File: src/rtl/core/nssu_pkg.sv
// Shared constants, types and helpers for the nonoverlap substring search unit.
// No dependencies.
`timescale 1ns / 1ps
`default_nettype none

package nssu_pkg;

  localparam int MAX_NEEDLE    = 16;
  localparam int NEEDLE_IDX_W  = $clog2(MAX_NEEDLE);
  localparam int LEN_W         = 5;
  localparam int BYTE_W        = 8;
  localparam int OFFSET_BITS   = 32;
  localparam int MATCH_START_W = 32;
  localparam int CFG_DATA_W    = 64;
  localparam int CFG_IDX_W     = 2;
  localparam int NEEDLE_W      = MAX_NEEDLE * BYTE_W;

  typedef enum logic [CFG_IDX_W-1:0] {
    CFG_NEEDLE_LOW  = 2'd0,
    CFG_NEEDLE_HIGH = 2'd1,
    CFG_NEEDLE_LEN  = 2'd2
  } cfg_idx_e;

  // Per-cycle control shared by every window cell.
  typedef struct packed {
    logic shift;
    logic clear;
  } cell_ctrl_t;

  function automatic logic [BYTE_W-1:0] needle_byte(
    input logic [NEEDLE_W-1:0]     needle,
    input logic [NEEDLE_IDX_W-1:0] idx
  );
    needle_byte = needle[idx*BYTE_W +: BYTE_W];
  endfunction

endpackage

`default_nettype wire

File: src/rtl/core/nonoverlap_substring_search_unit.sv
// Each byte transfer loads its result into the output register.
// Throughput: one byte per cycle; a byte is taken while a result waits, as long as
// the output register is free or drains in the same cycle.
// Match detection is one compare per window cell plus an AND across the cell row.
// Reset: window, byte offset and hit distance clear; needle zero, length one.
`timescale 1ns / 1ps
`default_nettype none

module nonoverlap_substring_search_unit (
  input  logic                                clk_i,
  input  logic                                rst_ni,
  input  logic                                in_valid_i,
  output logic                                in_stall_o,
  input  logic [nssu_pkg::BYTE_W-1:0]          data_byte_i,
  input  logic                                last_byte_i,
  output logic                                out_valid_o,
  input  logic                                out_stall_i,
  output logic                                hit_o,
  output logic [nssu_pkg::MATCH_START_W-1:0]   match_start_o,
  output logic                                buffer_end_o,
  input  logic                                cfg_valid_i,
  output logic                                cfg_ready_o,
  input  logic [nssu_pkg::CFG_IDX_W-1:0]       cfg_index_i,
  input  logic [nssu_pkg::CFG_DATA_W-1:0]      cfg_data_i
);
  import nssu_pkg::*;

  // Configuration
  logic [CFG_DATA_W-1:0] needle_lo_q, needle_hi_q;
  logic [LEN_W-1:0]      len_q;
  logic [NEEDLE_W-1:0]   needle;

  assign cfg_ready_o = 1'b1;
  assign needle      = {needle_hi_q[NEEDLE_W/2-1:0], needle_lo_q[NEEDLE_W/2-1:0]};

  always_ff @(posedge clk_i or negedge rst_ni) begin
    if (!rst_ni) begin
      needle_lo_q <= '0;
      needle_hi_q <= '0;
      len_q       <= LEN_W'(1);
    end else if (cfg_valid_i && cfg_ready_o) begin
      unique case (cfg_index_i)
        CFG_NEEDLE_LOW:  needle_lo_q <= cfg_data_i;
        CFG_NEEDLE_HIGH: needle_hi_q <= cfg_data_i;
        CFG_NEEDLE_LEN:  len_q       <= cfg_data_i[LEN_W-1:0];
        default: ;
      endcase
    end
  end

  // Handshake
  logic out_valid_q;
  logic accept;

  assign in_stall_o = out_valid_q && out_stall_i;
  assign accept     = in_valid_i && !in_stall_o;

  // Window cell row
  cell_ctrl_t            cell_ctrl;
  logic [BYTE_W-1:0]     window [MAX_NEEDLE];
  logic [MAX_NEEDLE-1:0] cell_match;

  assign cell_ctrl.shift = accept;
  assign cell_ctrl.clear = accept && last_byte_i;

  for (genvar k = 0; k < MAX_NEEDLE; k++) begin : g_cell
    logic [BYTE_W-1:0]       cell_in;
    logic                    used;
    logic [NEEDLE_IDX_W-1:0] idx;

    if (k == 0) begin : g_head
      assign cell_in = data_byte_i;
    end else begin : g_link
      assign cell_in = window[k-1];
    end

    // Cell k sees the byte that sits len-1-k places into the needle.
    assign used = LEN_W'(k) < len_q;
    assign idx  = NEEDLE_IDX_W'(len_q - LEN_W'(k) - LEN_W'(1));

    nssu_cell u_cell (
      .clk_i    (clk_i),
      .rst_ni   (rst_ni),
      .ctrl_i   (cell_ctrl),
      .byte_i   (cell_in),
      .expect_i (needle_byte(needle, idx)),
      .used_i   (used),
      .byte_o   (window[k]),
      .match_o  (cell_match[k])
    );
  end

  // Offset and distance since the last hit
  logic [OFFSET_BITS-1:0] offset_q, offset_d;
  logic [LEN_W-1:0]       since_q, since_d;
  logic [LEN_W-1:0]       seen;
  logic                   len_ok;
  logic                   hit;
  logic [OFFSET_BITS-1:0] start;

  assign seen   = (since_q >= LEN_W'(MAX_NEEDLE)) ? LEN_W'(MAX_NEEDLE) : since_q + LEN_W'(1);
  assign len_ok = (len_q != '0) && (len_q <= LEN_W'(MAX_NEEDLE));
  assign hit    = len_ok && (seen >= len_q) && (&cell_match);
  assign start  = hit ? offset_q - OFFSET_BITS'(len_q - LEN_W'(1)) : '0;

  always_comb begin
    offset_d = offset_q;
    since_d  = since_q;
    if (accept) begin
      if (last_byte_i) begin
        offset_d = '0;
        since_d  = '0;
      end else begin
        if (offset_q != '1) begin
          offset_d = offset_q + OFFSET_BITS'(1);
        end
        since_d = hit ? '0 : seen;
      end
    end
  end

  always_ff @(posedge clk_i or negedge rst_ni) begin
    if (!rst_ni) begin
      offset_q <= '0;
      since_q  <= '0;
    end else begin
      offset_q <= offset_d;
      since_q  <= since_d;
    end
  end

  // Output register
  logic                     hit_q, end_q;
  logic [MATCH_START_W-1:0] start_q;

  always_ff @(posedge clk_i or negedge rst_ni) begin
    if (!rst_ni) begin
      out_valid_q <= 1'b0;
    end else if (accept) begin
      out_valid_q <= 1'b1;
    end else if (!out_stall_i) begin
      out_valid_q <= 1'b0;
    end
  end

  always_ff @(posedge clk_i) begin
    if (accept) begin
      hit_q   <= hit;
      start_q <= MATCH_START_W'(start);
      end_q   <= last_byte_i;
    end
  end

  assign out_valid_o   = out_valid_q;
  assign hit_o         = hit_q;
  assign match_start_o = start_q;
  assign buffer_end_o  = end_q;

endmodule

`default_nettype wire

File: src/rtl/core/nssu_cell.sv
// One window cell: holds one buffer byte and compares the byte moving into it.
// Depends on nssu_pkg.
`timescale 1ns / 1ps
`default_nettype none

module nssu_cell (
  input  logic                       clk_i,
  input  logic                       rst_ni,
  input  nssu_pkg::cell_ctrl_t       ctrl_i,
  input  logic [nssu_pkg::BYTE_W-1:0] byte_i,
  input  logic [nssu_pkg::BYTE_W-1:0] expect_i,
  input  logic                       used_i,
  output logic [nssu_pkg::BYTE_W-1:0] byte_o,
  output logic                       match_o
);
  import nssu_pkg::*;

  logic [BYTE_W-1:0] byte_q, byte_d;

  always_comb begin
    byte_d = byte_q;
    if (ctrl_i.clear) begin
      byte_d = '0;
    end else if (ctrl_i.shift) begin
      byte_d = byte_i;
    end
  end

  always_ff @(posedge clk_i or negedge rst_ni) begin
    if (!rst_ni) begin
      byte_q <= '0;
    end else begin
      byte_q <= byte_d;
    end
  end

  // Compare the byte that lands here on this transfer; unused cells always agree.
  assign match_o = !used_i || (byte_i == expect_i);
  assign byte_o  = byte_q;

endmodule

`default_nettype wire

File: config.mk
export PLATFORM = sky130hd
export DESIGN_NAME = nonoverlap_substring_search_unit
export DESIGN_NICKNAME = d
export VERILOG_FILES = /design/src/rtl/core/nssu_pkg.sv /design/src/rtl/core/nonoverlap_substring_search_unit.sv /design/src/rtl/core/nssu_cell.sv
export SDC_FILE = /design/constraint.sdc
export NUM_CORES = 1
export LEC_CHECK = 0
export BUFFER_PORTS_ARGS = -buffer_cell sky130_fd_sc_hd__buf_4
export CORE_ASPECT_RATIO = 0.8
export CORE_MARGIN = 2
export CORE_UTILIZATION = 59
export DETAILED_ROUTE_END_ITERATION = 6
export PLACE_DENSITY = 0.77
export SETUP_SLACK_MARGIN = 0.02
export SLEW_MARGIN = 25
export SYNTH_ARGS = -nofsm -noshare
export SYNTH_HDL_FRONTEND = slang
export SYNTH_SLANG_ARGS = --single-unit
File: constraint.sdc
create_clock -name clk_i -period 13.77 [get_ports clk_i]
set_input_delay 2.0655 -clock clk_i [delete_from_list [all_inputs] [get_ports clk_i]]
set_output_delay 2.0655 -clock clk_i [all_outputs]
set_load 0.005 [all_outputs]
After elaboration in Yosys (flattened, before gate mapping)

Index checks and enable logic that the tools add are counted.

Add/subtract/negate cells: 34
Magnitude comparators: 19
Equality and inequality tests: 20
Shift operators: 16
Muxes and demuxes: 37
Reductions and logical operators: 48

Operators by type and width:

| operator                | count |
|---|---|
| $shiftx A128 B8 Y8      | 16 |
| $mux W8                 | 30 |
| $eq A8 B8 Y1            | 16 |
| $mux W32                | 2 |
| $sub A4 B1 Y4 const B   | 16 |
| $lt A4 B5 Y1 const A    | 8 |
| $add A32 B1 Y32 const B | 1 |
| $ne A32 B32 Y1 const B  | 1 |
| $sub A32 B32 Y32        | 1 |
| $sub A4 B4 Y4 const B   | 8 |
| $lt A3 B5 Y1 const A    | 4 |
| $logic_not A1 Y1        | 17 |
| $logic_or A1 B1 Y1      | 16 |
| $reduce_and A16 Y1      | 1 |
| $sub A4 B3 Y4 const B   | 4 |
| $mux W5                 | 3 |
| $lt A1 B5 Y1 const A    | 2 |
| $lt A2 B5 Y1 const A    | 2 |
| $reduce_and A2 Y1       | 4 |
| $sub A4 B2 Y4 const B   | 2 |
| $logic_and A1 B1 Y1     | 6 |
| $sub A5 B1 Y6 const B   | 1 |
| $add A5 B1 Y5 const B   | 1 |
| $ge A5 B5 Y1            | 1 |
| other kinds (9)         | 11 |

Register bits: 325
Word-level logic and storage cells: 198

Longest topological paths before layout

Depth in word-level cells: 9
Depth in mapped cells: 24

By module

Synthesis repeated with hierarchy kept, for this count alone.

Cells, all modules: 1936
Area total of the unflattened synthesis: 23316.1 µm²

Modules (own cells, without submodules):

| module                           | instances | cells an instance | area each (µm²) | sequential area each (µm²) |
|---|---|---|---|---|
| nonoverlap_substring_search_unit | 1         | 1344              | 16709.8         | 5301.3 |
| nssu_cell                        | 16        | 37                | 412.9           | 200.2 |

Worst setup path before layout

Ideal clock, no wire load.

Path kind: reg-to-reg
Start point: register len_q[0]
End point: register start_q[28], in the netlist match_start_o[28] (data pin)
Library setup time: 255 ps
Data arrival time: 5592 ps
Data required time: 13515 ps
Slack: 7923 ps
Cell stages (with the launch flop): 25
Clock period less this slack: 5847 ps
Cells stage by stage: dfstp_2 > buf_6 > buf_6 > buf_6 > buf_2 > buf_1 > clkbuf_1 > inv_1 > ha_1 > buf_2 > buf_2 > buf_2 > buf_1 > xor2_1 > ha_1 > a21oi_1 > o21ai_0 > a31o_2 > a21o_1 > a211oi_1 > nor2_1 > a211oi_1 > o31ai_1 > xnor2_1 > nor2_2

Longest elaborated chain between the ends: 7

RTL lines:

| element                               | RTL line                                | source |
|---|---|---|
| start: declaration                    | nonoverlap_substring_search_unit.sv:30  | `logic [LEN_W-1:0] len_q;` |
| start signal: assignment              | nonoverlap_substring_search_unit.sv:45  | `CFG_NEEDLE_LEN: len_q <= cfg_data_i[LEN_W-1:0];` |
| $sub A4 B1 Y4 (tied with other cells) | nonoverlap_substring_search_unit.sv:79  | `assign idx = NEEDLE_IDX_W'(len_q - LEN_W'(k) - LEN_W'(1));` |
| $sub A4 B1 Y4                         | nonoverlap_substring_search_unit.sv:79  |  |
| $shiftx A128 B8 Y8                    | nssu_pkg.sv:34                          | `needle_byte = needle[idx*BYTE_W +: BYTE_W];` |
| $eq A8 B8 Y1                          | nssu_cell.sv:38                         | `assign match_o = !used_i \|\| (byte_i == expect_i);` |
| $logic_or A1 B1 Y1                    | nssu_cell.sv:38                         |  |
| $reduce_and A16 Y1                    | nonoverlap_substring_search_unit.sv:103 | `assign hit = len_ok && (seen >= len_q) && (&cell_match);` |
| $logic_and A1 B1 Y1                   | nonoverlap_substring_search_unit.sv:103 |  |
| end signal: assignment                | nonoverlap_substring_search_unit.sv:149 | `start_q <= MATCH_START_W'(start);` |
| end: declaration                      | nonoverlap_substring_search_unit.sv:134 | `logic [MATCH_START_W-1:0] start_q;` |

Several ways; a longest one is shown, not always the timed one.
A chain may end at the register's enable or synchronous reset.

Final worst setup path

Start point: register len_q[0]
End point: register start_q[13], in the netlist match_start_o[13] (data pin)

Same word-level chain as after synthesis.

==> qor.yml <==
outcome:
  status: "complete, no violations"
die:
  rows: 66
  die_x_um: 229.8
  die_y_um: 184.6
  dieArea_um2: 42430
  core-area_um2: 40460
  start_util_pct: 59.47
  io_pins: 117
power:
  ir_drop_v: 0.0001292
  p_switching_mw: 1.943
  clockPowerShare_pct: 21.6
  combPwrFrac_pct: 52.4
  swShare_pct: 40.56
  power_mw: 4.792
  pwr-share-seq_pct: 26.0
  power_leakage_nw: 10.92
  powerDensity_nw_per_um2: 179.7
  p_int_mw: 2.848
sta:
  final.setup.tns_ps: 0
  max_slew_margin_pct: 29.34
  worst-slew-pin-transition_ps: 1060
  rsz0062_at_grt: "no"
  period_share_pct: 46.82
  final.min_clock_period_ps: 6447
  hold_viol: 0
  drv_slew: 0
  timing.fmax_mhz: 155.1
  whs_ps: 514.1
  setup-violations-final: 0
  skew_ps: 23.96
  setup_ws_ps: 7323
routing:
  drt_drc_violations_left: 0
  vias: 18330
  wirelength_um: 69590
  vias_per_cell: 6.789
  ant_nets: 0
  routedWlPerCell_um: 25.77
  first_pass_iters: 6
  drt_iter0_drc: 2299
layout:
  antennaDiodeCount: 0
  nFillCells: 3035
  final_area_um2: 26670
  layout_common_cells: "dfrtp_1 (288), nand2_1 (286), mux4_2 (226), mux2i_1 (192), xnor2_1 (151)"
  syn2layout_area_growth_pct: 10.85
  nNetsFinal: 2258
  drive_gt1_share_pct: 28.48
  mostFrequentLayoutCell: "dfrtp_1"
grt:
  grt_use_met2_pct: 51.53
  grt_start_max_net_pins: 178
  grtUsageMet3_pct: 8.880
  grt.total_usage_pct: 33.24
  antenna_found_initial: 0
  grt_overflow_total: 0
  use_met1_pct: 46.66
  grt_pass1_wl_um: 107200
  grt_pass1_vias: 17740
  grt.busiest_layer: "met2"
yosys:
  synthDistinctLibCells: 73
  ys_warn_count: 0
  synthesis.nets: 2208
  netlist_area_um2: 24060
  synthDominantCellAreaShare_pct: 30.16
  synth_top_cell_by_area: "dfrtp_1"
  synthCells: 2080
  synthArstFlopShare_pct: 89.54
  synth_enable_flop_cells: 34
  synth_ff_type: "dfrtp_1"
  avgSynthCellArea_um2: 11.57
  synth_top_cells_by_area: "dfrtp_1 (30%), mux4_2 (21%), mux2i_1 (8.0%)"
  ys_seq_area_share_pct: 34.51
  yosys_register_bits: 325
clock_tree:
  ctsHoldBuffers: 0
  cts_buffers: 36
  cts_tree: "yes"
  post_cts_buffers: 0
  cts_buffer_depth: 3
  ctsResizeCount: 0
  clk_pin_slew_ps: 60
  htreeDepth: 2
  clk_latency_ps: 540
  cts.sinks: 325
  clockRootBuffer: "clkbuf_16"
critical_path:
  worst_setup_path_end_kind: "flip-flop"
  start_kind: "flip-flop"
  cp.required_ps: 14130
  cp.arrival_ps: 6800
  cp_max_fo: 72
  critPathKind: "flip-flop to flip-flop"
placed_design:
  dp_slack_ps: 7042
  dp_hpwl_um: 49930
  portBuffers: 115
  postPlaceCellArea_um2: 25320
  gp_congestion: 1.077
worst_hold_path:
  min_path_type: "flip-flop to flip-flop"
job:
  drv_cap: 0
-- through the flow --
stage,instances,utilization (%)
floorplan,2080,-
global placement,2634,62.54
detailed placement,2634,62.58
CTS,2698,65.73
global route,2700,65.92
finish,2700,65.92
-- synth_stat cells, drive strengths merged, types with 5 or more instances --
cell    count
dfrtp     290
nand2     287
mux4      226
mux2i     192
xnor2     159
o21ai     149
mux2      136
nor2       83
clkbuf     79
xor2       59
buf        56
ha         48
a21oi      35
edfxtp     34
nand4      33
nand3      32
a21o       20
inv        20
nand2b     12
nor3       11
a211oi      9
and3        9
nor4        9
o211ai      9
or3         7
and4        5
o31ai       5
-- registers in the layout (all words and copies together) (netlist names) --
register and count:
buffer_end_o 1, g_cell.u_cell.byte_o 120, hit_o 1, len_q 5
match_start_o 32, needle_hi_q 64, needle_lo_q 64, offset_q 32
out_valid_o 1, since_q 5
-- power by group through the flow --
stage | Sequential (mW) | Clock, mW | Combinational, mW
floorplan | 1.17 | 0 | 1.80
global placement | 1.24 | 0 | 2.38
detailed placement | 1.25 | 0 | 2.43
CTS | 1.24 | 1.05 | 2.44
global route | 1.26 | 1.09 | 2.61
finish | 1.25 | 1.04 | 2.51
-- logic make-up after synthesis --
group / share of synthesized area [%]
adders and majority gates: 2.537
muxes: 35.50
and+or+nand+nor: 9.375
xor gates and xnor gates: 8.060
other: 0.01558
DFF: 34.51
buffers and inverters: 3.068
AOI/OAI and AO/OA: 6.931
-- final cells by class --
| type | instances | area, um^2 | area share (%) |
|---|---|---|---|
| clock inverters | 15 | 191.4 | 0.7177 |
| inverters | 22 | 83.83 | 0.3143 |
| well taps | 544 | 680.7 | 2.552 |
| clock buffers | 49 | 1082 | 4.058 |
| multi-input cells | 1598 | 15150 | 56.80 |
| repair buffers | 147 | 1175 | 4.405 |
| flip-flops and latches | 325 | 8310 | 31.16 |
-- metal layers --
| metal | wire [um] | vias to the layer above |
|---|---|---|
| li1 | - | 7887 |
| met5 | 0 | - |
| met3 | 7729 | 144 |
| met1 | 27960 | 9303 |
| met2 | 31970 | 997 |
| met4 | 1932 | 0 |
-- worst max-delay path, cell delays in order, from the launching register on --
cell and delay, ps:
dfstp_4 990, inv_1 360, ha_4 650, buf_6 620, mux4_2 480, mux4_2 510, xnor2_1 370, nand4_1 230
o31ai_1 360, a211oi_1 180, a2111oi_4 450, o2111ai_4 420, buf_16 300, nor3_1 190
-- final timing paths --
path,startpoint,end,slack [ps],cells past startpoint
max in group asynchronous,rst_ni,g_cell[6].u_cell.byte_o[6],10680,3
min in group asynchronous,rst_ni,needle_hi_q[5],1580,1
min reg2reg,g_cell[14].u_cell.byte_o[2],g_cell[14].u_cell.byte_o[2],510,2
max reg2reg,len_q[0],match_start_o[13],7320,13
min,g_cell[14].u_cell.byte_o[2],g_cell[14].u_cell.byte_o[2],510,2
max,len_q[0],match_start_o[13],7320,13
Power figures use the tool's default switching activity.
